[src/design/glce_pkg.sv]
`timescale 1ns / 1ps
// Shared constants and types of the GIF LZW code encoder.
// Depends on nothing; every other file of the block imports it.
package glce_pkg;

   localparam int DICT_CODES   = 4096;
   localparam int SYMBOL_COUNT = 256;

   localparam int CODE_W     = 12;
   localparam int WIDTH_W    = 4;
   localparam int PIX_W      = 8;
   localparam int DEPTH_W    = 4;
   localparam int SYM_W      = $clog2(SYMBOL_COUNT);
   localparam int DICT_IDX_W = $clog2(DICT_CODES);
   localparam int SLOT_W     = DICT_IDX_W + SYM_W;
   localparam int DICT_ENTRIES = DICT_CODES * SYMBOL_COUNT;

   localparam logic [CODE_W-1:0]  LAST_CODE   = CODE_W'(DICT_CODES - 1);
   localparam logic [DEPTH_W-1:0] DEPTH_MIN   = 4'd2;
   localparam logic [DEPTH_W-1:0] DEPTH_MAX   = 4'd8;
   localparam logic [DEPTH_W-1:0] DEPTH_RESET = 4'd8;
   localparam logic [WIDTH_W-1:0] WIDTH_MAX   = 4'd12;

   // One pixel after classification by the front end.
   typedef struct packed {
      logic [SYM_W-1:0]   sym;
      logic               first;
      logic               last;
      logic [DEPTH_W-1:0] depth;
   } glce_item_type;

   // One output code.
   typedef struct packed {
      logic [CODE_W-1:0]  code;
      logic [WIDTH_W-1:0] code_width;
      logic               run_end;
      logic               image_end;
   } glce_result_type;

   // Access bundle toward the dictionary memories.
   typedef struct packed {
      logic               rd_en;
      logic [SLOT_W-1:0]  rd_slot;
      logic               own_rd_en;
      logic [CODE_W-1:0]  own_rd_code;
      logic               wr_en;
      logic [SLOT_W-1:0]  wr_slot;
      logic [CODE_W-1:0]  wr_code;
   } glce_dict_req_type;

   typedef struct packed {
      logic [CODE_W-1:0] hit_code;
      logic [SLOT_W-1:0] owner_slot;
   } glce_dict_rsp_type;

endpackage

[src/design/glce_back.sv]
`timescale 1ns / 1ps
// Back end: LZW run tracking, dictionary lookup and insert, code width and
// clear handling, and sequencing of the output codes. Depends on glce_pkg.
module glce_back (
   input  logic                        clock,
   input  logic                        reset,
   input  logic                        item_valid,
   input  glce_pkg::glce_item_type     item,
   output logic                        pop,
   output glce_pkg::glce_dict_req_type dreq,
   input  glce_pkg::glce_dict_rsp_type drsp,
   output logic                        push_valid,
   output glce_pkg::glce_result_type   push_data,
   input  logic                        push_space
);
   import glce_pkg::*;

   typedef struct packed {
      glce_result_type [4:0] res;
      logic [2:0]            cnt;
   } glce_plan_type;

   localparam logic [1:0] ST_IDLE  = 2'd0;
   localparam logic [1:0] ST_DICT  = 2'd1;
   localparam logic [1:0] ST_OWNER = 2'd2;
   localparam logic [1:0] ST_EMIT  = 2'd3;

   function automatic glce_plan_type build_plan(
      logic               lead_en,
      logic [CODE_W-1:0]  lead_code,
      logic [WIDTH_W-1:0] lead_width,
      logic               over_en,
      logic [WIDTH_W-1:0] over_width,
      logic               last,
      logic [CODE_W-1:0]  tail_code,
      logic [WIDTH_W-1:0] tail_width,
      logic [CODE_W-1:0]  clr_code,
      logic [WIDTH_W-1:0] base_width
   );
      glce_plan_type p;
      logic [2:0]    n;
      p = '0;
      n = 3'd0;
      if (lead_en) begin
         p.res[n].code       = lead_code;
         p.res[n].code_width = lead_width;
         n = n + 3'd1;
      end
      if (over_en) begin
         p.res[n].code       = clr_code;
         p.res[n].code_width = over_width;
         n = n + 3'd1;
      end
      if (last) begin
         p.res[n].code       = tail_code;
         p.res[n].code_width = tail_width;
         n = n + 3'd1;
         p.res[n].code       = clr_code;
         p.res[n].code_width = tail_width;
         n = n + 3'd1;
         p.res[n].code       = clr_code + CODE_W'(1);
         p.res[n].code_width = base_width;
         p.res[n].image_end  = 1'b1;
         n = n + 3'd1;
      end
      if (n != 3'd0) begin
         p.res[n - 3'd1].run_end = 1'b1;
      end
      p.cnt = n;
      return p;
   endfunction

   logic [1:0]            state_ff, state_in;
   glce_item_type         cur_ff, cur_in;
   logic [CODE_W-1:0]     prefix_ff, prefix_in;
   logic [CODE_W-1:0]     next_ff, next_in;
   logic [WIDTH_W-1:0]    width_ff, width_in;
   logic [DEPTH_W-1:0]    depth_ff, depth_in;
   glce_result_type [3:0] plan_ff, plan_in;
   logic [2:0]            plan_cnt_ff, plan_cnt_in;

   logic [CODE_W-1:0]  clr_code, next1, dec_prefix, dec_next;
   logic [WIDTH_W-1:0] width1, dec_width, base_width;
   logic [SLOT_W-1:0]  slot_cur;
   logic               hit_ok, miss, overflow;
   glce_plan_type      dec_plan, first_plan;
   logic [CODE_W-1:0]  f_clear;
   logic [WIDTH_W-1:0] f_width;
   logic [CODE_W-1:0]  base_prefix;
   logic               done;

   // Lookup decision for the item in flight.
   always_comb begin
      clr_code   = CODE_W'(1) << depth_ff;
      base_width = WIDTH_W'(depth_ff) + WIDTH_W'(1);
      slot_cur   = {prefix_ff[DICT_IDX_W-1:0], cur_ff.sym};
      // A stored code counts only if it was assigned in the current
      // dictionary and the owner table points back at this slot.
      hit_ok = (drsp.hit_code >= clr_code + CODE_W'(2)) &&
               (drsp.hit_code <= next_ff) &&
               (drsp.owner_slot == slot_cur);
      // An entry that was never written reads as unknown in simulation and
      // counts as a miss as well.
      miss     = (hit_ok !== 1'b1);
      next1    = next_ff + CODE_W'(1);
      overflow = (next1 >= LAST_CODE);
      if ((width_ff < WIDTH_MAX) && ({1'b0, next1} >= (13'(1) << width_ff))) begin
         width1 = width_ff + WIDTH_W'(1);
      end else begin
         width1 = width_ff;
      end
      if (miss) begin
         dec_prefix = CODE_W'(cur_ff.sym);
         dec_width  = overflow ? base_width : width1;
         dec_next   = overflow ? clr_code + CODE_W'(1) : next1;
      end else begin
         dec_prefix = drsp.hit_code;
         dec_width  = width_ff;
         dec_next   = next_ff;
      end
      dec_plan = build_plan(miss, prefix_ff, width_ff, miss && overflow, width1,
                            cur_ff.last, dec_prefix, dec_width, clr_code, base_width);
   end

   // Codes for the first pixel of an image.
   always_comb begin
      f_clear    = CODE_W'(1) << item.depth;
      f_width    = WIDTH_W'(item.depth) + WIDTH_W'(1);
      first_plan = build_plan(1'b1, f_clear, f_width, 1'b0, f_width, item.last,
                              CODE_W'(item.sym), f_width, f_clear, f_width);
   end

   always_comb begin
      state_in    = state_ff;
      cur_in      = cur_ff;
      prefix_in   = prefix_ff;
      next_in     = next_ff;
      width_in    = width_ff;
      depth_in    = depth_ff;
      plan_in     = plan_ff;
      plan_cnt_in = plan_cnt_ff;
      pop         = 1'b0;
      dreq        = '0;
      push_valid  = 1'b0;
      push_data   = plan_ff[0];
      done        = 1'b0;
      base_prefix = prefix_ff;

      case (state_ff)
         ST_IDLE: begin
            done = 1'b1;
         end
         ST_DICT: begin
            dreq.own_rd_en   = 1'b1;
            dreq.own_rd_code = drsp.hit_code;
            state_in         = ST_OWNER;
         end
         ST_OWNER: begin
            if (push_space) begin
               dreq.wr_en   = miss;
               dreq.wr_slot = slot_cur;
               dreq.wr_code = next1;
               push_valid   = (dec_plan.cnt != 3'd0);
               push_data    = dec_plan.res[0];
               prefix_in    = dec_prefix;
               base_prefix  = dec_prefix;
               width_in     = dec_width;
               next_in      = dec_next;
               for (int i = 0; i < 4; i++) begin
                  plan_in[i] = dec_plan.res[i+1];
               end
               if (dec_plan.cnt > 3'd1) begin
                  plan_cnt_in = dec_plan.cnt - 3'd1;
                  state_in    = ST_EMIT;
               end else begin
                  plan_cnt_in = 3'd0;
                  done        = 1'b1;
               end
            end
         end
         ST_EMIT: begin
            if (push_space) begin
               push_valid = 1'b1;
               for (int i = 0; i < 3; i++) begin
                  plan_in[i] = plan_ff[i+1];
               end
               plan_in[3]  = '0;
               plan_cnt_in = plan_cnt_ff - 3'd1;
               if (plan_cnt_ff == 3'd1) begin
                  done = 1'b1;
               end
            end
         end
         default: begin
            state_in = ST_IDLE;
         end
      endcase

      // Start the next pixel as soon as the current one is finished.
      if (done) begin
         if (item_valid) begin
            pop = 1'b1;
            if (item.first) begin
               prefix_in = CODE_W'(item.sym);
               next_in   = f_clear + CODE_W'(1);
               width_in  = f_width;
               depth_in  = item.depth;
               for (int i = 0; i < 4; i++) begin
                  plan_in[i] = first_plan.res[i];
               end
               plan_cnt_in = first_plan.cnt;
               state_in    = ST_EMIT;
            end else begin
               dreq.rd_en   = 1'b1;
               dreq.rd_slot = {base_prefix[DICT_IDX_W-1:0], item.sym};
               cur_in       = item;
               state_in     = ST_DICT;
            end
         end else begin
            state_in = ST_IDLE;
         end
      end
   end

   always_ff @(posedge clock) begin
      if (reset) begin
         state_ff    <= ST_IDLE;
         prefix_ff   <= '0;
         next_ff     <= (CODE_W'(1) << DEPTH_RESET) + CODE_W'(1);
         width_ff    <= WIDTH_W'(DEPTH_RESET) + WIDTH_W'(1);
         depth_ff    <= DEPTH_RESET;
         plan_cnt_ff <= 3'd0;
      end else begin
         state_ff    <= state_in;
         prefix_ff   <= prefix_in;
         next_ff     <= next_in;
         width_ff    <= width_in;
         depth_ff    <= depth_in;
         plan_cnt_ff <= plan_cnt_in;
      end
   end

   always_ff @(posedge clock) begin
      cur_ff  <= cur_in;
      plan_ff <= plan_in;
   end

endmodule

[config.mk]
export PLATFORM = sky130hd
export DESIGN_NAME = glce_back
export DESIGN_NICKNAME = d
export VERILOG_FILES = /design/src/design/glce_pkg.sv /design/src/design/glce_back.sv
export SDC_FILE = /design/constraint.sdc
export NUM_CORES = 1
export LEC_CHECK = 0
export ABC_AREA = 1
export BUFFER_PORTS_ARGS = -buffer_cell sky130_fd_sc_hd__buf_2
export CAP_MARGIN = 0
export CELL_PAD_IN_SITES_DETAIL_PLACEMENT = 1
export CELL_PAD_IN_SITES_GLOBAL_PLACEMENT = 2
export CORE_UTILIZATION = 33
export DETAILED_ROUTE_END_ITERATION = 8
export GPL_ROUTABILITY_DRIVEN = 0
export PLACE_DENSITY_LB_ADDON = 0.1
export SLEW_MARGIN = 0
export SYNTH_ARGS = -nofsm -noshare
export SYNTH_HDL_FRONTEND = slang
export SYNTH_SLANG_ARGS = --single-unit
[constraint.sdc]
create_clock -name clock -period 6.06 [get_ports clock]
set_input_delay 0.606 -clock clock [delete_from_list [all_inputs] [get_ports clock]]
set_output_delay 0.606 -clock clock [all_outputs]
set_load 0.01 [all_outputs]
* Word level (Yosys, flattened, before mapping)
Index checks and enable logic that the tools add are counted.
Operators by class: add/sub/neg operators 14, multiply operators 0, divide/modulo/power cells 0, magnitude comparators 18, equal/unequal tests 8, shift-type cells 3, muxes and demuxes 101, bitwise operators 1, reductions and logical operators 17
Operator list (number):
- $bwmux W90 | 11
- $demux W18 S3 | 11
- $mux W72 | 7
- $mux W90 | 3
- $mux W12 | 13
- $pmux W72 S2 | 1
- $mux W18 | 6
- $mux W33 | 2
- $mux W21 | 3
- $add A12 B1 Y12 const B | 3
- $mux W4 | 8
- $mux W3 | 9
- $lt A3 B4 Y1 const B | 6
- $mux W6 | 4
- $shl A1 B4 Y12 const A | 2
- $eq A20 B20 Y1 | 1
- $ge A3 B1 Y1 const B | 6
- $mux W16 | 1
- $mux W2 | 7
- $ge A12 B13 Y1 | 1
- $mux W13 | 1
- $shl A1 B4 Y13 const A | 1
- $add A12 B2 Y12 const B | 1
- $add A3 B1 Y3 const B | 4
- 22 further kinds | 50
Word-level totals: register bits 118, bits in latches 0, RAM bits 0, bits in read-only memories 0, input bits 50, output and inout port bits 87, logic and storage cells 186, memories 0

* Depth between registers and ports, before layout
depth in word-level cells 29, gate-level depth with buffers 27

* Worst setup path after synthesis
OpenSTA, ideal clock, no wires.
path kind flip-flop to output port, start reg depth_ff[0], end out dreq[46] in the netlist's numbering, data arrival time 3972 ps, data required time 5454 ps, slack 1482 ps, stages on the path, launching flop included 26, buffers on the path 1, path through dfxtp_1 -> inv_1 -> ha_1 -> nand2_1 -> nor2_1 -> ha_1 -> inv_1 -> nor3_1 -> nand3_1 -> xor2_1 -> ha_1 -> a21oi_1 -> a21oi_1 -> nor2_1 -> nand2_1 -> nand2_2 -> nand2_4 -> nand2_2 -> nand2_2 -> nand2_2 -> nand2_4 -> nand3_1 -> nor2_1 -> inv_1 -> buf_2 -> nor2_1
RTL lines:
- start: declaration | line glce_back.sv:78 | logic [DEPTH_W-1:0] depth_ff, depth_in;
- start signal: assignment | line glce_back.sv:238 | depth_ff <= depth_in;
- end: declaration | line glce_back.sv:10 | output glce_pkg::glce_dict_req_type dreq,

==> metrics list <==
- The synthesized netlist occupies a cell area of 10,200 sq um.
- Final slew viol count: 0
* Final routed DRC violation total: 0
- Sequential cells were found to cover 24.0% of the synthesized design area.
- Clock insertion delay at the later pin of the skew report: 0.43 ns
- For this block, the initial DRC count from the detailed router was 856.
- Across all hold checks on the routed design, the worst slack comes to 0.377 ns.
* Worst Tran Pin Value: 1.08 ns
* Antenna-violating nets left: 0
* Power density over cell area: 254 nW/um^2
- Final critical-path required period: 5.66 ns
- The worst register-to-register path ends at width_ff[0].
* DPL Wire Length: 35.7 mm
* Via count of the first global-routing pass: 11,879
- Post-synthesis register bit count: 118
- Dividing the final minimum period by the clock period gives 93.3%.
- Final Hold Fails: 0
* H-tree levels: 4
* Cell leakage power: 5.95 nW
- Summed over all layers, the global routing overflow is 0.
- Launching element type of the critical path: flop
- In this run the clock root is driven by a sky130_fd_sc_hd__clkbuf_16.
* Reg-to-reg setup timing slack: 1.18 ns
- Standard-cell row count: 64
- Worst Clk Skew: 0.0109 ns
* Worst-case reg-to-reg path depth: 25
- Count of warnings emitted by yosys: 0
- The region available for standard cell placement spans 30,600 sq um.
* Largest cells by area after synthesis: sky130_fd_sc_hd__dfxtp_1, sky130_fd_sc_hd__nand2_1, sky130_fd_sc_hd__inv_1
* Final-layout fill cell count: 4,214
* First-pass GRT wire length: 72.4 mm
- For this design, the sink count on the clock tree is 118.
- Arrival time of the worst setup path: 5.05 ns
- Met1 track utilization from global routing: 39.9%
- In the final routed layout, each cell accounts on average for 21.4 microns.
- The finished layout holds 2,256 standard cells, fillers aside.
- The initial antenna violation count was 1.
- Area occupied by multi-input gates: 6510 sq um
* Storage element area: 2450 sq um
- Maximum buffer depth of the clock tree: 2
- Hold Path Class: in2reg
- The floorplan step set the die height to 178 microns.
* Endpoint with the worst hold slack: cur_ff[4]
- Count of buffers from port buffering: 136
- DIE AREA: 31,700 sq um
- The number of nets in the synthesized netlist is 1,856.
- For this run, the total global-route usage over all layers was measured as 30.8%.
- Based on the critical path, the design can be clocked at up to 177 MHz.
- Of all nets on the critical path, the largest fanout is 20.
- Number of cells produced by synthesis: 1,746
- Dividing the synthesized area by the synthesized cell count gives 5.86 sq um.
- In this run the critical register-to-register path is launched from depth_ff[0].
* Width of the die: 178 microns
* Final setup fails: 0
* EDFF count, synth: 9
- The most used flip-flop cell after synthesis is sky130_fd_sc_hd__dfxtp_1.
- Unrepaired setup endpoints after global routing: yes
- For the final routed database, the setup TNS stands at 0 ns.
* Starting density of the core: 33.5%
- Pin count of the biggest net entering global routing: 64
- Total I/O pin count: 137
- Across the run, the number of max-cap violations was 0.
- Cells with a size suffix above 1 make up 13.0% of the layout.
- The pre-antenna-repair detailed-routing pass consisted of 5 iterations.
* Run status: complete, no violations
* Cell area after placement: 11,200 sq um
- The routed layout has 12,096 vias.
* Global routing usage on met2: 51.1%
- The layer flagged by global routing as most heavily used is met2.
- In this run, CTS created clock tree buffers numbering 17.
* Routed WL: 48.3 mm
- Post-route standard cell area excluding fillers: 11,800 sq um
- Number of nets at the end of the flow: 1,956
- Global routing used 3.92% of the available met3 tracks.
- Endpoint required time on the critical path: 5.45 ns
* Number of distinct library cells after synthesis: 48
- Post-CTS timing repair inserted 0 buffers for setup.
- In this run the tightest slew margin relative to its limit is 27.4%.
* Placed cell count: 2,223
- The worst setup path is captured at an output port.
- After detailed routing, the number of vias per cell comes to 5.36.
- Of all cell types, the one taking the most synthesized area is sky130_fd_sc_hd__dfxtp_1.
- TritonCTS built the clock tree.
* Synth top area share: 21.3%
- Startpoint of the most critical hold path: item[4]
- After layout, the design draws a total of 3.00 mW.
- Counting instances, the worst hold path has a depth of 1.
* Post-synthesis to final-layout area growth: 15.5%
- Share of flip-flops with an asynchronous set or reset: 0%
- The critical path is of the reg2out type.
- Clock-pin slew was measured on the worst setup and hold paths at 0.06 ns.
* Maximum ir drop on the vdd rail: 0.136 mV
## final cells by class
| type | count | area share, % |
|---|---|---|
| clock buffers | 22 | 3.93 |
| well taps | 396 | 4.19 |
| repair buffers | 165 | 7.60 |
| clock inverters | 10 | 1.07 |
| diodes | 1 | 0.0212 |
| inverters | 231 | 7.34 |
| multi-input cells | 1313 | 55.1 |
| flip-flops and latches | 118 | 20.7 |
## registers in the layout, indices dropped and copies added (netlist names)
signal,cells
cur_ff,9
plan_ff,72
next_ff,12
state_ff,2
plan_cnt_ff,3
depth_ff,4
prefix_ff,12
width_ff,4
## worst max-delay path, stage by stage, from the launching register on
cell	delay, ns
sky130_fd_sc_hd__dfxtp_1	0.38
sky130_fd_sc_hd__inv_1	0.15
sky130_fd_sc_hd__ha_1	0.24
sky130_fd_sc_hd__nand2_1	0.11
sky130_fd_sc_hd__nor2_2	0.26
sky130_fd_sc_hd__ha_1	0.23
sky130_fd_sc_hd__inv_1	0.07
sky130_fd_sc_hd__nor3_1	0.29
sky130_fd_sc_hd__nand3_1	0.13
sky130_fd_sc_hd__xor2_1	0.17
sky130_fd_sc_hd__ha_1	0.32
sky130_fd_sc_hd__a21oi_1	0.16
sky130_fd_sc_hd__a21oi_1	0.08
sky130_fd_sc_hd__nor2_1	0.12
sky130_fd_sc_hd__nand2_1	0.10
sky130_fd_sc_hd__nand2_2	0.14
sky130_fd_sc_hd__nand2_4	0.13
sky130_fd_sc_hd__nand2_2	0.14
sky130_fd_sc_hd__nand2_2	0.08
sky130_fd_sc_hd__nand2_2	0.09
sky130_fd_sc_hd__nand2_4	0.07
sky130_fd_sc_hd__nand3_1	0.14
sky130_fd_sc_hd__nor2_1	0.06
sky130_fd_sc_hd__buf_4	0.19
sky130_fd_sc_hd__inv_1	0.47
sky130_fd_sc_hd__nor2_1	0.11
sky130_fd_sc_hd__buf_2	0.17
## per-layer routing
metal,part of all wire [%],vias to the layer above
met1,45,5892
li1,-,5784
met2,46,352
met5,0,-
met4,4.0,0
met3,4.8,68
## what timing repair did
| action | in CTS | in global routing |
|---|---|---|
| setup endpoints to repair | 0 | 20 |
| resized for setup | 0 | 1 |
| hold buffers | 0 | 0 |
## report_power, final
group	switching [mW]	internal [mW]
registers	0.105	0.894
logic	0.613	0.307
clock network	0.415	0.665
## cells in the mapped netlist (all sizes together) (15+ instances only)
cell,n
dfxtp,109
nand3,82
a21oi,132
o21ai,151
nand2,568
clkbuf,53
o22ai,18
ha,60
inv,228
nor2,197
buf,31
xor2,15
## cells by family after synthesis
group / after synthesis / share of synthesized area [%]
adder cells (fa/ha/maj): 60 / 7.33
buffers and inverters: 315 / 12.5
XOR/XNOR: 19 / 1.70
AO/OA/AOI/OAI: 355 / 19.6
flip-flops: 118 / 24.0
AND/OR/NAND/NOR: 879 / 35.0
## stage by stage
stage                     setup WS (ns)  util [%]
after floorplan                    1.48         -
after CTS                         0.321      38.6
after global placement             1.10      36.7
after detailed placement          0.810      36.7
final                             0.403      38.6
after global routing           -0.00393      38.6
## worst max path at each step
stage / startpoint / end / slack (ns)
after floorplan: depth_ff[0] / dreq[46] / 1.48
after detailed placement: depth_ff[0] / dreq[62] / 0.81
after global routing: depth_ff[0] / dreq[57] / -0.004
after CTS: depth_ff[0] / dreq[62] / 0.32
final: depth_ff[0] / dreq[62] / 0.40
after global placement: depth_ff[0] / dreq[54] / 1.10
## layout by cell type, fill, tap and decap left out, types with 7 or more instances in the layout
master / count
sky130_fd_sc_hd__o21ai_0: 138
sky130_fd_sc_hd__edfxtp_1: 9
sky130_fd_sc_hd__o221ai_1: 7
sky130_fd_sc_hd__ha_1: 60
sky130_fd_sc_hd__a21oi_1: 121
sky130_fd_sc_hd__clkbuf_16: 17
sky130_fd_sc_hd__o21ai_1: 13
sky130_fd_sc_hd__a21oi_2: 11
sky130_fd_sc_hd__nand2_1: 557
sky130_fd_sc_hd__nand4_1: 10
sky130_fd_sc_hd__dfxtp_1: 109
sky130_fd_sc_hd__a21o_1: 10
sky130_fd_sc_hd__nand2_2: 9
sky130_fd_sc_hd__nor2_1: 187
sky130_fd_sc_hd__buf_2: 136
sky130_fd_sc_hd__o211ai_1: 11
sky130_fd_sc_hd__xor2_1: 14
sky130_fd_sc_hd__nand3_1: 79
sky130_fd_sc_hd__inv_1: 221
sky130_fd_sc_hd__nor3_1: 14
sky130_fd_sc_hd__buf_4: 29
sky130_fd_sc_hd__o22ai_1: 18
(Power assumes the default switching activity.)
