$ cat config.mk
export PLATFORM = sky130hd
export DESIGN_NAME = glce_rsp_queue_flat
export DESIGN_NICKNAME = d
export VERILOG_FILES = /design/src/design/glce_pkg.sv /design/src/design/glce_if.sv /design/src/design/glce_rsp_queue.sv /design/src/flat_wrapper.sv
export SDC_FILE = /design/constraint.sdc
export NUM_CORES = 1
export LEC_CHECK = 0
export ABC_AREA = 0
export BUFFER_PORTS_ARGS = -buffer_cell sky130_fd_sc_hd__buf_2
export CAP_MARGIN = 20
export CORE_ASPECT_RATIO = 0.6
export CORE_UTILIZATION = 50
export DETAILED_ROUTE_END_ITERATION = 8
export PLACE_DENSITY = 0.77
export SETUP_SLACK_MARGIN = 0.1
export SYNTH_ARGS = -nofsm -noshare
export SYNTH_HDL_FRONTEND = slang
export SYNTH_SLANG_ARGS = --single-unit
$ cat constraint.sdc
create_clock -name clock -period 2.16 [get_ports clock]
set_input_delay 0.432 -clock clock [delete_from_list [all_inputs] [get_ports clock]]
set_output_delay 0.432 -clock clock [all_outputs]
set_load 0.01 [all_outputs]
$ cat src/design/glce_pkg.sv
`timescale 1ns / 1ps
// Shared constants and types of the GIF LZW code encoder.
// Depends on nothing; every other file of the block imports it.
package glce_pkg;

   localparam int DICT_CODES   = 4096;
   localparam int SYMBOL_COUNT = 256;

   localparam int CODE_W     = 12;
   localparam int WIDTH_W    = 4;
   localparam int PIX_W      = 8;
   localparam int DEPTH_W    = 4;
   localparam int SYM_W      = $clog2(SYMBOL_COUNT);
   localparam int DICT_IDX_W = $clog2(DICT_CODES);
   localparam int SLOT_W     = DICT_IDX_W + SYM_W;
   localparam int DICT_ENTRIES = DICT_CODES * SYMBOL_COUNT;

   localparam logic [CODE_W-1:0]  LAST_CODE   = CODE_W'(DICT_CODES - 1);
   localparam logic [DEPTH_W-1:0] DEPTH_MIN   = 4'd2;
   localparam logic [DEPTH_W-1:0] DEPTH_MAX   = 4'd8;
   localparam logic [DEPTH_W-1:0] DEPTH_RESET = 4'd8;
   localparam logic [WIDTH_W-1:0] WIDTH_MAX   = 4'd12;

   // One pixel after classification by the front end.
   typedef struct packed {
      logic [SYM_W-1:0]   sym;
      logic               first;
      logic               last;
      logic [DEPTH_W-1:0] depth;
   } glce_item_type;

   // One output code.
   typedef struct packed {
      logic [CODE_W-1:0]  code;
      logic [WIDTH_W-1:0] code_width;
      logic               run_end;
      logic               image_end;
   } glce_result_type;

   // Access bundle toward the dictionary memories.
   typedef struct packed {
      logic               rd_en;
      logic [SLOT_W-1:0]  rd_slot;
      logic               own_rd_en;
      logic [CODE_W-1:0]  own_rd_code;
      logic               wr_en;
      logic [SLOT_W-1:0]  wr_slot;
      logic [CODE_W-1:0]  wr_code;
   } glce_dict_req_type;

   typedef struct packed {
      logic [CODE_W-1:0] hit_code;
      logic [SLOT_W-1:0] owner_slot;
   } glce_dict_rsp_type;

endpackage

$ cat src/design/glce_if.sv


interface glce_rsp_if;
   import glce_pkg::*;
   logic               valid;
   logic               ready;
   logic [CODE_W-1:0]  code;
   logic [WIDTH_W-1:0] code_width;
   logic               run_end;
   logic               image_end;
   modport source (output valid, code, code_width, run_end, image_end, input ready);
   modport sink (input valid, code, code_width, run_end, image_end, output ready);
endinterface


$ cat src/design/glce_rsp_queue.sv
`timescale 1ns / 1ps
// Two-entry output queue that registers the codes and drives the result
// channel. Depends on glce_pkg and glce_if.
module glce_rsp_queue (
   input  logic                      clock,
   input  logic                      reset,
   input  logic                      push_valid,
   input  glce_pkg::glce_result_type push_data,
   output logic                      push_space,
   glce_rsp_if.source                rsp_ch
);
   import glce_pkg::*;

   glce_result_type q_ff [2];
   glce_result_type head;
   logic            wr_ptr_ff, rd_ptr_ff;
   logic [1:0]      cnt_ff;
   logic            do_push, do_pop;

   assign push_space = (cnt_ff != 2'd2);
   assign do_push    = push_valid && push_space;
   assign do_pop     = rsp_ch.valid && rsp_ch.ready;
   assign head       = q_ff[rd_ptr_ff];

   assign rsp_ch.valid      = (cnt_ff != 2'd0);
   assign rsp_ch.code       = head.code;
   assign rsp_ch.code_width = head.code_width;
   assign rsp_ch.run_end    = head.run_end;
   assign rsp_ch.image_end  = head.image_end;

   always_ff @(posedge clock) begin
      if (reset) begin
         wr_ptr_ff <= 1'b0;
         rd_ptr_ff <= 1'b0;
         cnt_ff    <= 2'd0;
      end else begin
         wr_ptr_ff <= wr_ptr_ff ^ do_push;
         rd_ptr_ff <= rd_ptr_ff ^ do_pop;
         cnt_ff    <= cnt_ff + 2'(do_push) - 2'(do_pop);
      end
   end

   always_ff @(posedge clock) begin
      if (do_push) begin
         q_ff[wr_ptr_ff] <= push_data;
      end
   end

endmodule

$ cat src/flat_wrapper.sv
// flat-port wrapper written by rule: the top's interface ports become plain ports
module glce_rsp_queue_flat import glce_pkg::*;
  (clock, reset, push_valid, push_data, push_space, rsp_ch_valid, rsp_ch_code, rsp_ch_code_width, rsp_ch_run_end, rsp_ch_image_end, rsp_ch_ready);
  glce_rsp_if rsp_ch_i ();
  input  logic clock;
  input  logic reset;
  input  logic push_valid;
  input  glce_pkg::glce_result_type push_data;
  output logic push_space;
  output wire logic [$bits(rsp_ch_i.valid)-1:0] rsp_ch_valid;
  output wire logic [$bits(rsp_ch_i.code)-1:0] rsp_ch_code;
  output wire logic [$bits(rsp_ch_i.code_width)-1:0] rsp_ch_code_width;
  output wire logic [$bits(rsp_ch_i.run_end)-1:0] rsp_ch_run_end;
  output wire logic [$bits(rsp_ch_i.image_end)-1:0] rsp_ch_image_end;
  input wire logic [$bits(rsp_ch_i.ready)-1:0] rsp_ch_ready;
  assign rsp_ch_valid = rsp_ch_i.valid;
  assign rsp_ch_code = rsp_ch_i.code;
  assign rsp_ch_code_width = rsp_ch_i.code_width;
  assign rsp_ch_run_end = rsp_ch_i.run_end;
  assign rsp_ch_image_end = rsp_ch_i.image_end;
  assign rsp_ch_i.ready = rsp_ch_ready;
  glce_rsp_queue u_core (.clock(clock), .reset(reset), .push_valid(push_valid), .push_data(push_data), .push_space(push_space), .rsp_ch(rsp_ch_i));
endmodule
# Word-level counts from Yosys, hierarchy flattened
# Memory sizes are Yosys's and may differ from the RTL's. A register that Yosys moved wholly into a read port is not among the register bits.
# Index checks and enable logic that the tools add are counted.
# classes
bitwise	2
mux	3
add_sub_neg	2
reduce_logical	3
eq_ne	1
# ops
cell	count
1-bit 2-to-1 mux	3
2-bit by 1-bit adder with 2-bit output	1
1-bit logical AND	2
2-bit != test, second input constant	1
2-bit nonzero test	1
2-bit by 1-bit subtractor with 2-bit output	1
1-bit bitwise XOR	2
# totals
input_bits	22
elab_cells	15
ram_bits	36
register_bits	4
output_inout_bits	20
memories	1
# mem_list
name	words	word_bits	rd	rd_clocked_by_memory_dff	write_ports	line_no	rtl
u_core.q_ff	2	18	1	1	1	glce_rsp_queue.sv:14	glce_result_type q_ff [2];

# Logic depth before layout (Yosys ltp)
# Gate-level depths: netlist (run 1).
# logic_depth
word_depth	4
ltp_mapped	6
depth_no_buf	6

# Least setup slack after synthesis (run 1)
# Ideal clock, no wire load.
# synth_timing
kind	register -> register
startpoint	register u_core.cnt_ff[1]
endpoint	memory u_core.q_ff[1][0] in the netlist's numbering, enable pin
n_path_buf	0
stages_incl_launch_ff	4
period_less_slack_ps	1587
setup_time_ps	376
slack_ps	573
t_arrival_ps	1211
required_ps	1784
path_cell_list	dfxtp_1 or2b_1 and2_1 ha_1
# synth_via
elab_chain_len	4
# synth_lines
element	line_no	rtl
from (decl)	glce_rsp_queue.sv:17	logic [1:0] cnt_ff;
from (signal assigned)	glce_rsp_queue.sv:39	cnt_ff <= cnt_ff + 2'(do_push) - 2'(do_pop);
2-bit != test	glce_rsp_queue.sv:20	assign push_space = (cnt_ff != 2'd2);
via push_space	flat_wrapper.sv:9	output logic push_space;
1-bit logical AND	glce_rsp_queue.sv:21	assign do_push = push_valid && push_space;
1-bit 2-to-1 mux	glce_rsp_queue.sv:44	if (do_push) begin
1-bit 2-to-1 mux (implied by the code)	glce_rsp_queue.sv:45	q_ff[wr_ptr_ff] <= push_data;
to (decl)	glce_rsp_queue.sv:14	
# The timed path passes the listed nets, and every way through them passes these cells.

==> summary.md, run 1 <==
| Metric | Value |
|---|---|
| RePlAce Congestion | `approximately 0.59` |
| Post-CTS Setup Bufs | `0` |
| CP Launch Type | `register` |
| Antenna-violating nets left | `0` |
| Worst Hold Class | `input pin to register` |
| GRT overflow | `0` |
| Final Hold Violating Endpoints | `0` |
| Outcome | `finished clean` |
| Cell count of the worst reg-to-reg path | `3` |
| WHS Endpoint | `u_core.q_ff[1][7]` |
| Max IR drop VDD | `around 0.0006 V` |
| Pwr/cell area | `1125 nW/µm²` |
| Final setup TNS | `0 ns` |
| Lkg Pwr | `about 0.72 nW` |
| Die area | `3277 µm²` |
| Largest net degree at the start of global routing | `19` |
| Drt drc | `0` |
| DR vias/cell | `4.756` |
| IO Pins | `42` |
| Initial antenna violation count | `0` |
| CTS max path bufs | `2` |
| Achievable Freq | `0.5317 GHz` |
| Starting Density | `around 53%` |
| Post-cts resize count | `0` |
| Setup-failing EPs final | `0` |
| Critical Path Max Stage Delay | `0.38 ns` |
| Worst-Margin Slew | `0.8698 ns` |
| Routed WL per cell | `13.63 µm` |
| Port buffer count | `41` |
| Synthesized instance count | `78` |
| # clock sinks | `40` |
| Clock Latency Late Sink | `0.28 ns` |
| Synthesized Nets | `between 100 and 150` |
| Core Util, Final | `64.20%` |
| Setup crit end kind | `output pin` |
| Slowest CP cell | `dfxtp_1` |
| Slew HR | `42.01%` |
| CP Data Arrival Time | `1.45 ns` |
| Layout cells sized above 1 | `53.17%` |
| DR pass1 iterations | `4` |
| Maxcap violations | `0` |
| Worst r2r src | `u_core.cnt_ff[1]` |
| Vias in the first global route | `760` |
| CP max FO | `17` |
| # rows | `15` |
| CTS Hold Bufs | `0` |
| Clk slew on worst S/H paths | `0.07 ns` |
| Synthesis warning total | `0` |
| FF+latch count, synth | `40` |
| Unrepaired setup endpoints after global routing | `no` |
| DIE WIDTH | `about 73 µm` |
| Min cycle time layout | `1.881 ns` |
| Vias | `799` |
| H-tree levels | `2` |
| Period utilization | `87.07%` |
| Clock root buffer | `clkbuf_8` |
| Finished Layout Cells | `about 170` |
| CORE AREA | `2890 µm²` |
| First-pass GRT wire length | `3374 µm` |
| Crit path required time | `1.73 ns` |
| Count of cell types in the netlist | `14` |
| Avg Cell Area, Syn | `19.52 µm²` |
| Seq/Total Area, Yosys | `76.25%` |
| FF-to-FF setup slack | `0.34 ns` |
| GRT Total Usage | `14.93%` |
| # nets final | `approximately 150` |
| Critical R2R Capture | `u_core.q_ff[1][5]` |
| Crit path buf inv count | `2` |
| Die extent in y | `44.75 µm` |
| WL final | `~2300 µm` |
| CP top delay family | `buffers and inverters` |
| Diodes inserted | `0` |
| Dpl cells | `160` |
| CTS tree | `built` |
| Hold path depth | `1` |
| Crit path kind | `register to output pin` |
| DP HPWL | `1597 µm` |
| Hold path startpoint | `push_data[7]` |
| Slew Limit Fails | `0` |
| Crit path cell chain | `buf_4 -> mux2_2 -> buf_2` |
| Synthesized area | `between 1500 and 2000 µm²` |
| CTS buffer count | `5` |
| Clock Skew | `0.004614 ns` |
| Area Overhead vs Synth | `21.86%` |
| Fillers | `220` |
| 1st-iter DRT viols | `14` |
## cells by family after synthesis
kind of cell,after synthesis,synth area share (%)
AOI/OAI and AO/OA,1,0.4932
xor gates and xnor gates,1,1.479
adders and majority gates,4,3.287
buffers and inverters,5,1.561
DFF,40,76.25
muxes,19,14.05
and+or+nand+nor,8,2.876
## Yosys cell counts
library cell	number	area share, %
edfxtp_1	36	71
mux2_2	19	14
dfxtp_1	4	5.3
ha_1	4	3.3
inv_1	3	0.74
nor2_1	3	0.74
nor2b_1	2	0.82
and2_1	1	0.41
buf_2	1	0.33
buf_4	1	0.49
o21a_1	1	0.49
or2_2	1	0.41
or2b_1	1	0.49
xnor3_1	1	1.5
## report_power, final
| part | leakage (nW) | switching [mW] | internal (mW) |
|---|---|---|---|
| combinational | 0.314 | 0.292 | 0.300 |
| sequential | 0.369 | 0.0420 | 0.998 |
| clock | 0.0399 | 0.231 | 0.225 |
## layout make-up
class	count	area, µm²	area share [%]
Clock buffer	7	76.32	4.113
Clock inverter	1	3.754	0.2023
Inverter	3	11.26	0.6069
Multi-Input combinational cell	33	337.8	18.21
Sequential cell	40	1161	62.58
Tap cell	42	52.55	2.832
Timing Repair Buffer	42	212.7	11.46
## state kept, by name, indices dropped and copies added (netlist names)
signal,count
u_core.q_ff,36
u_core.rd_ptr_ff,1
u_core.wr_ptr_ff,1
u_core.cnt_ff,2
## layer usage
metal | vias up | routed length, µm | global-route usage (%) | part of all wire, %
met2 | 31 | 1141 | 25.37 | 50
met1 | 384 | 941 | 17.19 | 41
met3 | 0 | 207 | 7.589 | 9.0
met4 | 0 | 0 | 3.529 | 0
met5 | - | 0 | 0 | 0
li1 | 384 | - | - | -
## placed cells by master, fill, tap and decap left out, drive strengths merged
cell	count
buf	42
edfxtp	36
mux2	19
clkbuf	7
ha	4
dfxtp	4
inv	3
nor2	3
nor2b	2
or2b	1
and2	1
o21a	1
xnor3	1
or2	1
clkinv	1
## per-stage QoR
stage	setup WS, ns	area, µm²	total power, mW	hold slack (ns)
after floorplan	0.5733	1523	1.444	0.4987
after global placement	0.3888	1775	1.633	0.5426
after detailed placement	0.3118	1775	1.664	0.5689
after CTS	0.2514	1856	2.115	0.3268
after global routing	0.1970	1856	2.199	0.3201
final	0.2792	1856	2.088	0.3344
## worst register-to-register path: stages, from the launching register on
cell,delay [ns]
dfxtp_1,0.34
or2b_1,0.18
and2_1,0.18
ha_1,0.74
## how the worst max path moves through the flow
stage                          start                  to  slack (ns)  depth (start not counted)
global placement          push_valid  u_core.q_ff[1][12]        0.39                          3
finish              u_core.rd_ptr_ff     rsp_ch_code[10]        0.28                          3
floorplan           u_core.cnt_ff[1]   u_core.q_ff[1][0]        0.57                          3
detailed placement        push_valid  u_core.q_ff[0][14]        0.31                          3
global route        u_core.rd_ptr_ff     rsp_ch_code[10]        0.20                          3
CTS                 u_core.rd_ptr_ff     rsp_ch_code[10]        0.25                          3
Note: power is estimated with default switching activity, not from simulation.
==> inputs of run 2 (changes only) <==
==> constraint.sdc (replaced) <==
create_clock -name clock -period 2.16 [get_ports clock]
set_input_delay 0.324 -clock clock [delete_from_list [all_inputs] [get_ports clock]]
set_output_delay 0.324 -clock clock [all_outputs]
set_load 0.01 [all_outputs]
==> summary.md, run 2 (synthesized netlist as in run 1, its figures left out) <==
| Metric | Value |
|---|---|
| First-pass GRT wire length | `between 3000 and 4000 µm` |
| Crit path required time | `about 1.8 ns` |
| CTS tree | `built` |
| Outcome | `finished clean` |
| CTS max path bufs | `2` |
| Achievable Freq | `0.5381 GHz` |
| Reg area | `1161 µm²` |
| Worst Hold Class | `input pin to register` |
| Antenna-violating nets left | `0` |
| Int Power | `1.633 mW` |
| Largest net degree at the start of global routing | `19` |
| Sw Share | `25.67%` |
| GRT overflow | `0` |
| Lkg Pwr | `0.7363 nW` |
| Top reg by flops | `u_core.q_ff` |
| H-tree levels | `2` |
| Crit path cell chain | `buf_4 -> mux2_2 -> buf_2` |
| CORE AREA | `between 2000 and 3000 µm²` |
| Die area | `3277 µm²` |
| Final setup TNS | `0 ns` |
| CP top delay family | `flip-flops` |
| CTS buffer count | `5` |
| GRT Total Usage | `15.26%` |
| Period utilization | `86.04%` |
| Maxcap violations | `0` |
| Slowest CP cell | `dfxtp_1` |
| Routed WL per cell | `13.30 µm` |
| Final Hold Violating Endpoints | `0` |
| Combinational power share | `26.6%` |
| Seq pwr share | `47.5%` |
| Port buffer count | `41` |
| Largest regs | `u_core.q_ff: 36 flops, u_core.cnt_ff: 2 flops` |
| Setup-failing EPs final | `0` |
| Post-cts resize count | `0` |
| Clock Skew | `0.006050 ns` |
| Core Util, Final | `65.11%` |
| Clock root buffer | `clkbuf_8` |
| Drt drc | `0` |
| Clock Latency Late Sink | `between 0.2 and 0.3 ns` |
| Unrepaired setup endpoints after global routing | `no` |
| Setup crit end kind | `output pin` |
| Pwr/cell area | `1168 nW/µm²` |
| Critical Path Max Stage Delay | `between 0.4 and 0.5 ns` |
| CP Data Arrival Time | `roughly 1.5 ns` |
| Slew HR | `43.44%` |
| Starting Density | `52.68%` |
| Clk slew on worst S/H paths | `0.07 ns` |
| Min cycle time layout | `around 1.9 ns` |
| # rows | `15` |
| WL final | `around 2200 µm` |
| Slew Limit Fails | `0` |
| Most frequent cells in the layout | `41 x buf_2, 36 x edfxtp_1, 19 x mux2_2` |
| Net Sw Power | `0.5640 mW` |
| Max IR drop VDD | `0.0005634 V` |
| IO Pins | `42` |
| Vias | `800` |
| Initial antenna violation count | `0` |
| DR vias/cell | `about 4.8` |
| Multi-input gate area in the final layout | `337.8 µm²` |
| Vias in the first global route | `around 750` |
| RePlAce Congestion | `just under 0.6` |
| Die extent in y | `about 45 µm` |
| Commonest non-fill, non-tap cell in the layout | `buf_2` |
| Area Overhead vs Synth | `23.58%` |
| 1st-iter DRT viols | `43` |
| CTS Hold Bufs | `0` |
| DR pass1 iterations | `6` |
| Max reg flops | `36` |
| # nets final | `151` |
| DP HPWL | `1527 µm` |
| Layout cells sized above 1 | `53.97%` |
| Clock Power Share | `25.9%` |
| # clock sinks | `40` |
| DIE WIDTH | `~73 µm` |
| Post-CTS Setup Bufs | `0` |
| Crit path kind | `register to output pin` |
| CP max FO | `16` |
| Crit path buf inv count | `2` |
| CP Launch Type | `register` |
| Diodes inserted | `0` |
| Worst-Margin Slew | `0.8484 ns` |
| Fillers | `216` |
run 2: cell types whose count changed in the layout (fill, tap and decap cells not counted):
cell       previous run  this run
bufinv_16             0         1
clkinv_1              1         2
clkbuf_1              2         0
run 2: through the flow:
step / area, µm² / hold slack [ns] / instances / total power [mW] / setup slack, ns
after CTS: 1882 / 0.2218 / 168 / 2.218 / 0.2822
after detailed placement: 1775 / 0.5159 / 160 / 1.652 / 0.3419
final: 1882 / 0.2233 / 168 / 2.197 / 0.3015
after global routing: 1882 / 0.2084 / 168 / 2.314 / 0.2337
after global placement: 1775 / 0.5110 / 160 / 1.635 / 0.4084
after floorplan: 1523 / 0.3907 / 78 / 1.444 / 0.5733
run 2: worst paths after layout:
check	slack, ns	from	cells after the start	endpoint
max	0.30	u_core.rd_ptr_ff	3	rsp_ch_code[10]
min	0.22	push_data[5]	1	u_core.q_ff[0][5]
max reg2reg	0.38	u_core.cnt_ff[1]	3	u_core.q_ff[0][11]
min reg2reg	0.56	u_core.wr_ptr_ff	3	u_core.wr_ptr_ff
run 2: layout make-up:
class / instances / share of cell area (%)
clock buffers: 5 / 3.657
flip-flops and latches: 40 / 61.70
repair buffers: 42 / 11.30
well taps: 42 / 2.793
multi-input cells: 33 / 17.95
clock inverters: 3 / 1.995
inverters: 3 / 0.5984
run 2: power by group through the flow:
stage	Sequential (mW)	Combinational (mW)	Clock [mW]
after floorplan	1.04	0.405	0
after global placement	1.05	0.583	0
after detailed placement	1.06	0.591	0
after CTS	1.05	0.596	0.576
after global routing	1.06	0.644	0.613
final	1.04	0.584	0.569
run 2: per-layer routing:
metal  up-vias  track usage (%)  routed length [µm]
met4         0            5.882                  19
met2        27            23.15                1040
met3         3            6.920                 142
li1        387                -                   -
met5         -                0                   0
met1       383            19.57                1032
==> inputs of run 3 (changes only) <==
--- a/config.mk
+++ b/config.mk
@@ -9,6 +9,7 @@
 export BUFFER_PORTS_ARGS = -buffer_cell sky130_fd_sc_hd__buf_2
 export CAP_MARGIN = 20
 export CORE_ASPECT_RATIO = 0.6
+export CORE_MARGIN = 3
 export CORE_UTILIZATION = 50
 export DETAILED_ROUTE_END_ITERATION = 8
 export PLACE_DENSITY = 0.77
==> summary.md, run 3 (synthesized netlist as in run 1, its figures left out) <==
| Metric | Value |
|---|---|
| Min cycle time layout | `1.940 ns` |
| Fin area | `1871 µm²` |
| Achievable Freq | `approximately 0.52 GHz` |
| Vias in the first global route | `about 870` |
| CP Launch Type | `register` |
| Max IR drop VDD | `0.0005709 V` |
| Combinational power share | `27.1%` |
| Die extent in y | `48.75 µm` |
| First-pass GRT wire length | `4271 µm` |
| Routed WL per cell | `15.43 µm` |
| GRT overflow | `0` |
| Antenna-violating nets left | `0` |
| Final setup TNS | `0 ns` |
| CP Data Arrival Time | `1.62 ns` |
| # rows | `14` |
| DP HPWL | `1851 µm` |
| Slew HR | `42.14%` |
| Crit path cell chain | `buf_4 -> mux2_2 -> buf_2` |
| Post-cts resize count | `0` |
| Crit path buf inv count | `2` |
| Maxcap violations | `0` |
| WL final | `2562 µm` |
| Unrepaired setup endpoints after global routing | `no` |
| Worst Hold Class | `input pin to register` |
| Die area | `3765 µm²` |
| CP top delay family | `flip-flops` |
| H-tree levels | `2` |
| DR pass1 iterations | `2` |
| Sw Share | `27.44%` |
| 1st-iter DRT viols | `26` |
| Final Hold Violating Endpoints | `0` |
| DR vias/cell | `4.940` |
| Net Sw Power | `0.5874 mW` |
| Seq pwr share | `49.3%` |
| Lkg Pwr | `0.7265 nW` |
| Vias | `820` |
| Starting Density | `56.45%` |
| Outcome | `finished clean` |
| Post-CTS Setup Bufs | `0` |
| Drt drc | `0` |
| CTS buffer count | `5` |
| Slew Limit Fails | `0` |
| RePlAce Congestion | `slightly above 0.7` |
| # nets final | `about 150` |
| Max reg flops | `36` |
| Commonest non-fill, non-tap cell in the layout | `buf_2` |
| IO Pins | `42` |
| Setup crit end kind | `output pin` |
| Pwr Total | `2.141 mW` |
| Clock Skew | `0.003427 ns` |
| Crit path required time | `1.84 ns` |
| Pwr/cell area | `1145 nW/µm²` |
| GRT Total Usage | `15.34%` |
| Area Overhead vs Synth | `22.84%` |
| CTS tree | `built` |
| Critical Path Max Stage Delay | `roughly 0.53 ns` |
| Clock Latency Late Sink | `0.28 ns` |
| Clk slew on worst S/H paths | `~0.080 ns` |
| Worst-Margin Slew | `0.8679 ns` |
| Crit path kind | `register to output pin` |
| CTS Hold Bufs | `0` |
| CORE AREA | `around 2700 µm²` |
| CTS max path bufs | `2` |
| Largest net degree at the start of global routing | `19` |
| CP max FO | `14` |
| Cell Area, Placed | `approximately 1800 µm²` |
| Slowest CP cell | `dfxtp_1` |
| Port buffer count | `41` |
| Layout cells sized above 1 | `between 50% and 60%` |
| # clock sinks | `40` |
| Most frequent cells in the layout | `41 x buf_2, 36 x edfxtp_1, 19 x mux2_2` |
| Period utilization | `between 80% and 90%` |
| Top reg by flops | `u_core.q_ff` |
| Initial antenna violation count | `0` |
| Largest regs | `u_core.q_ff: 36 flops, u_core.cnt_ff: 2 flops` |
| Clock Power Share | `23.6%` |
| Setup-failing EPs final | `0` |
| Int Power | `1.554 mW` |
| Diodes inserted | `0` |
| Clock root buffer | `clkbuf_8` |
| DIE WIDTH | `77.25 µm` |
run 3: changes by cell type in the layout (fill, tap and decap cells not counted):
cell and change:
clkinvlp_4 +2, clkinv_1 -2, clkbuf_8 +1, bufinv_16 -1
run 3: area by class of cell:
| cell class | instances | area (µm²) |
|---|---|---|
| clock buffers | 6 | 82.58 |
| clock inverters | 2 | 15.01 |
| fillers | 197 | 827.0 |
| inverters | 3 | 11.26 |
| multi-input cells | 33 | 337.8 |
| flip-flops and latches | 40 | 1161 |
| well taps | 40 | 50.05 |
| repair buffers | 42 | 212.7 |
run 3: worst paths after layout:
kind	from	endpoint	slack, ns	depth (start not counted)
worst max-delay path	u_core.rd_ptr_ff	rsp_ch_code[9]	0.22	3
worst min-delay path	push_data[10]	u_core.q_ff[1][10]	0.22	1
worst max register to register	u_core.cnt_ff[0]	u_core.q_ff[0][5]	0.34	3
worst min register to register	u_core.wr_ptr_ff	u_core.wr_ptr_ff	0.56	3
run 3: power by group through the flow:
| stage | logic [mW] | clock network, mW | registers [mW] |
|---|---|---|---|
| after floorplan | 0.405 | 0 | 1.04 |
| after global placement | 0.577 | 0 | 1.06 |
| after detailed placement | 0.589 | 0 | 1.08 |
| after CTS | 0.592 | 0.518 | 1.06 |
| after global routing | 0.641 | 0.559 | 1.07 |
| final | 0.580 | 0.506 | 1.06 |
run 3: metrics by stage:
step                      hold WS (ns)  worst slack, ns  std cells  util [%]
after global placement          0.5121           0.4223        158     65.72
after floorplan                 0.3907           0.5733         78         -
after detailed placement        0.5171           0.3282        158     65.72
after global routing            0.2105           0.1311        166     69.34
final                           0.2248           0.2195        166     69.34
after CTS                       0.2143           0.1900        166     69.34
run 3: layer usage:
layer / track usage (%) / up-vias / routed length, µm
met5: 0 / - / 0
met4: 7.101 / 0 / 27
met3: 7.037 / 4 / 204
met2: 24.93 / 31 / 1289
met1: 17.39 / 398 / 1040
li1: - / 387 / -
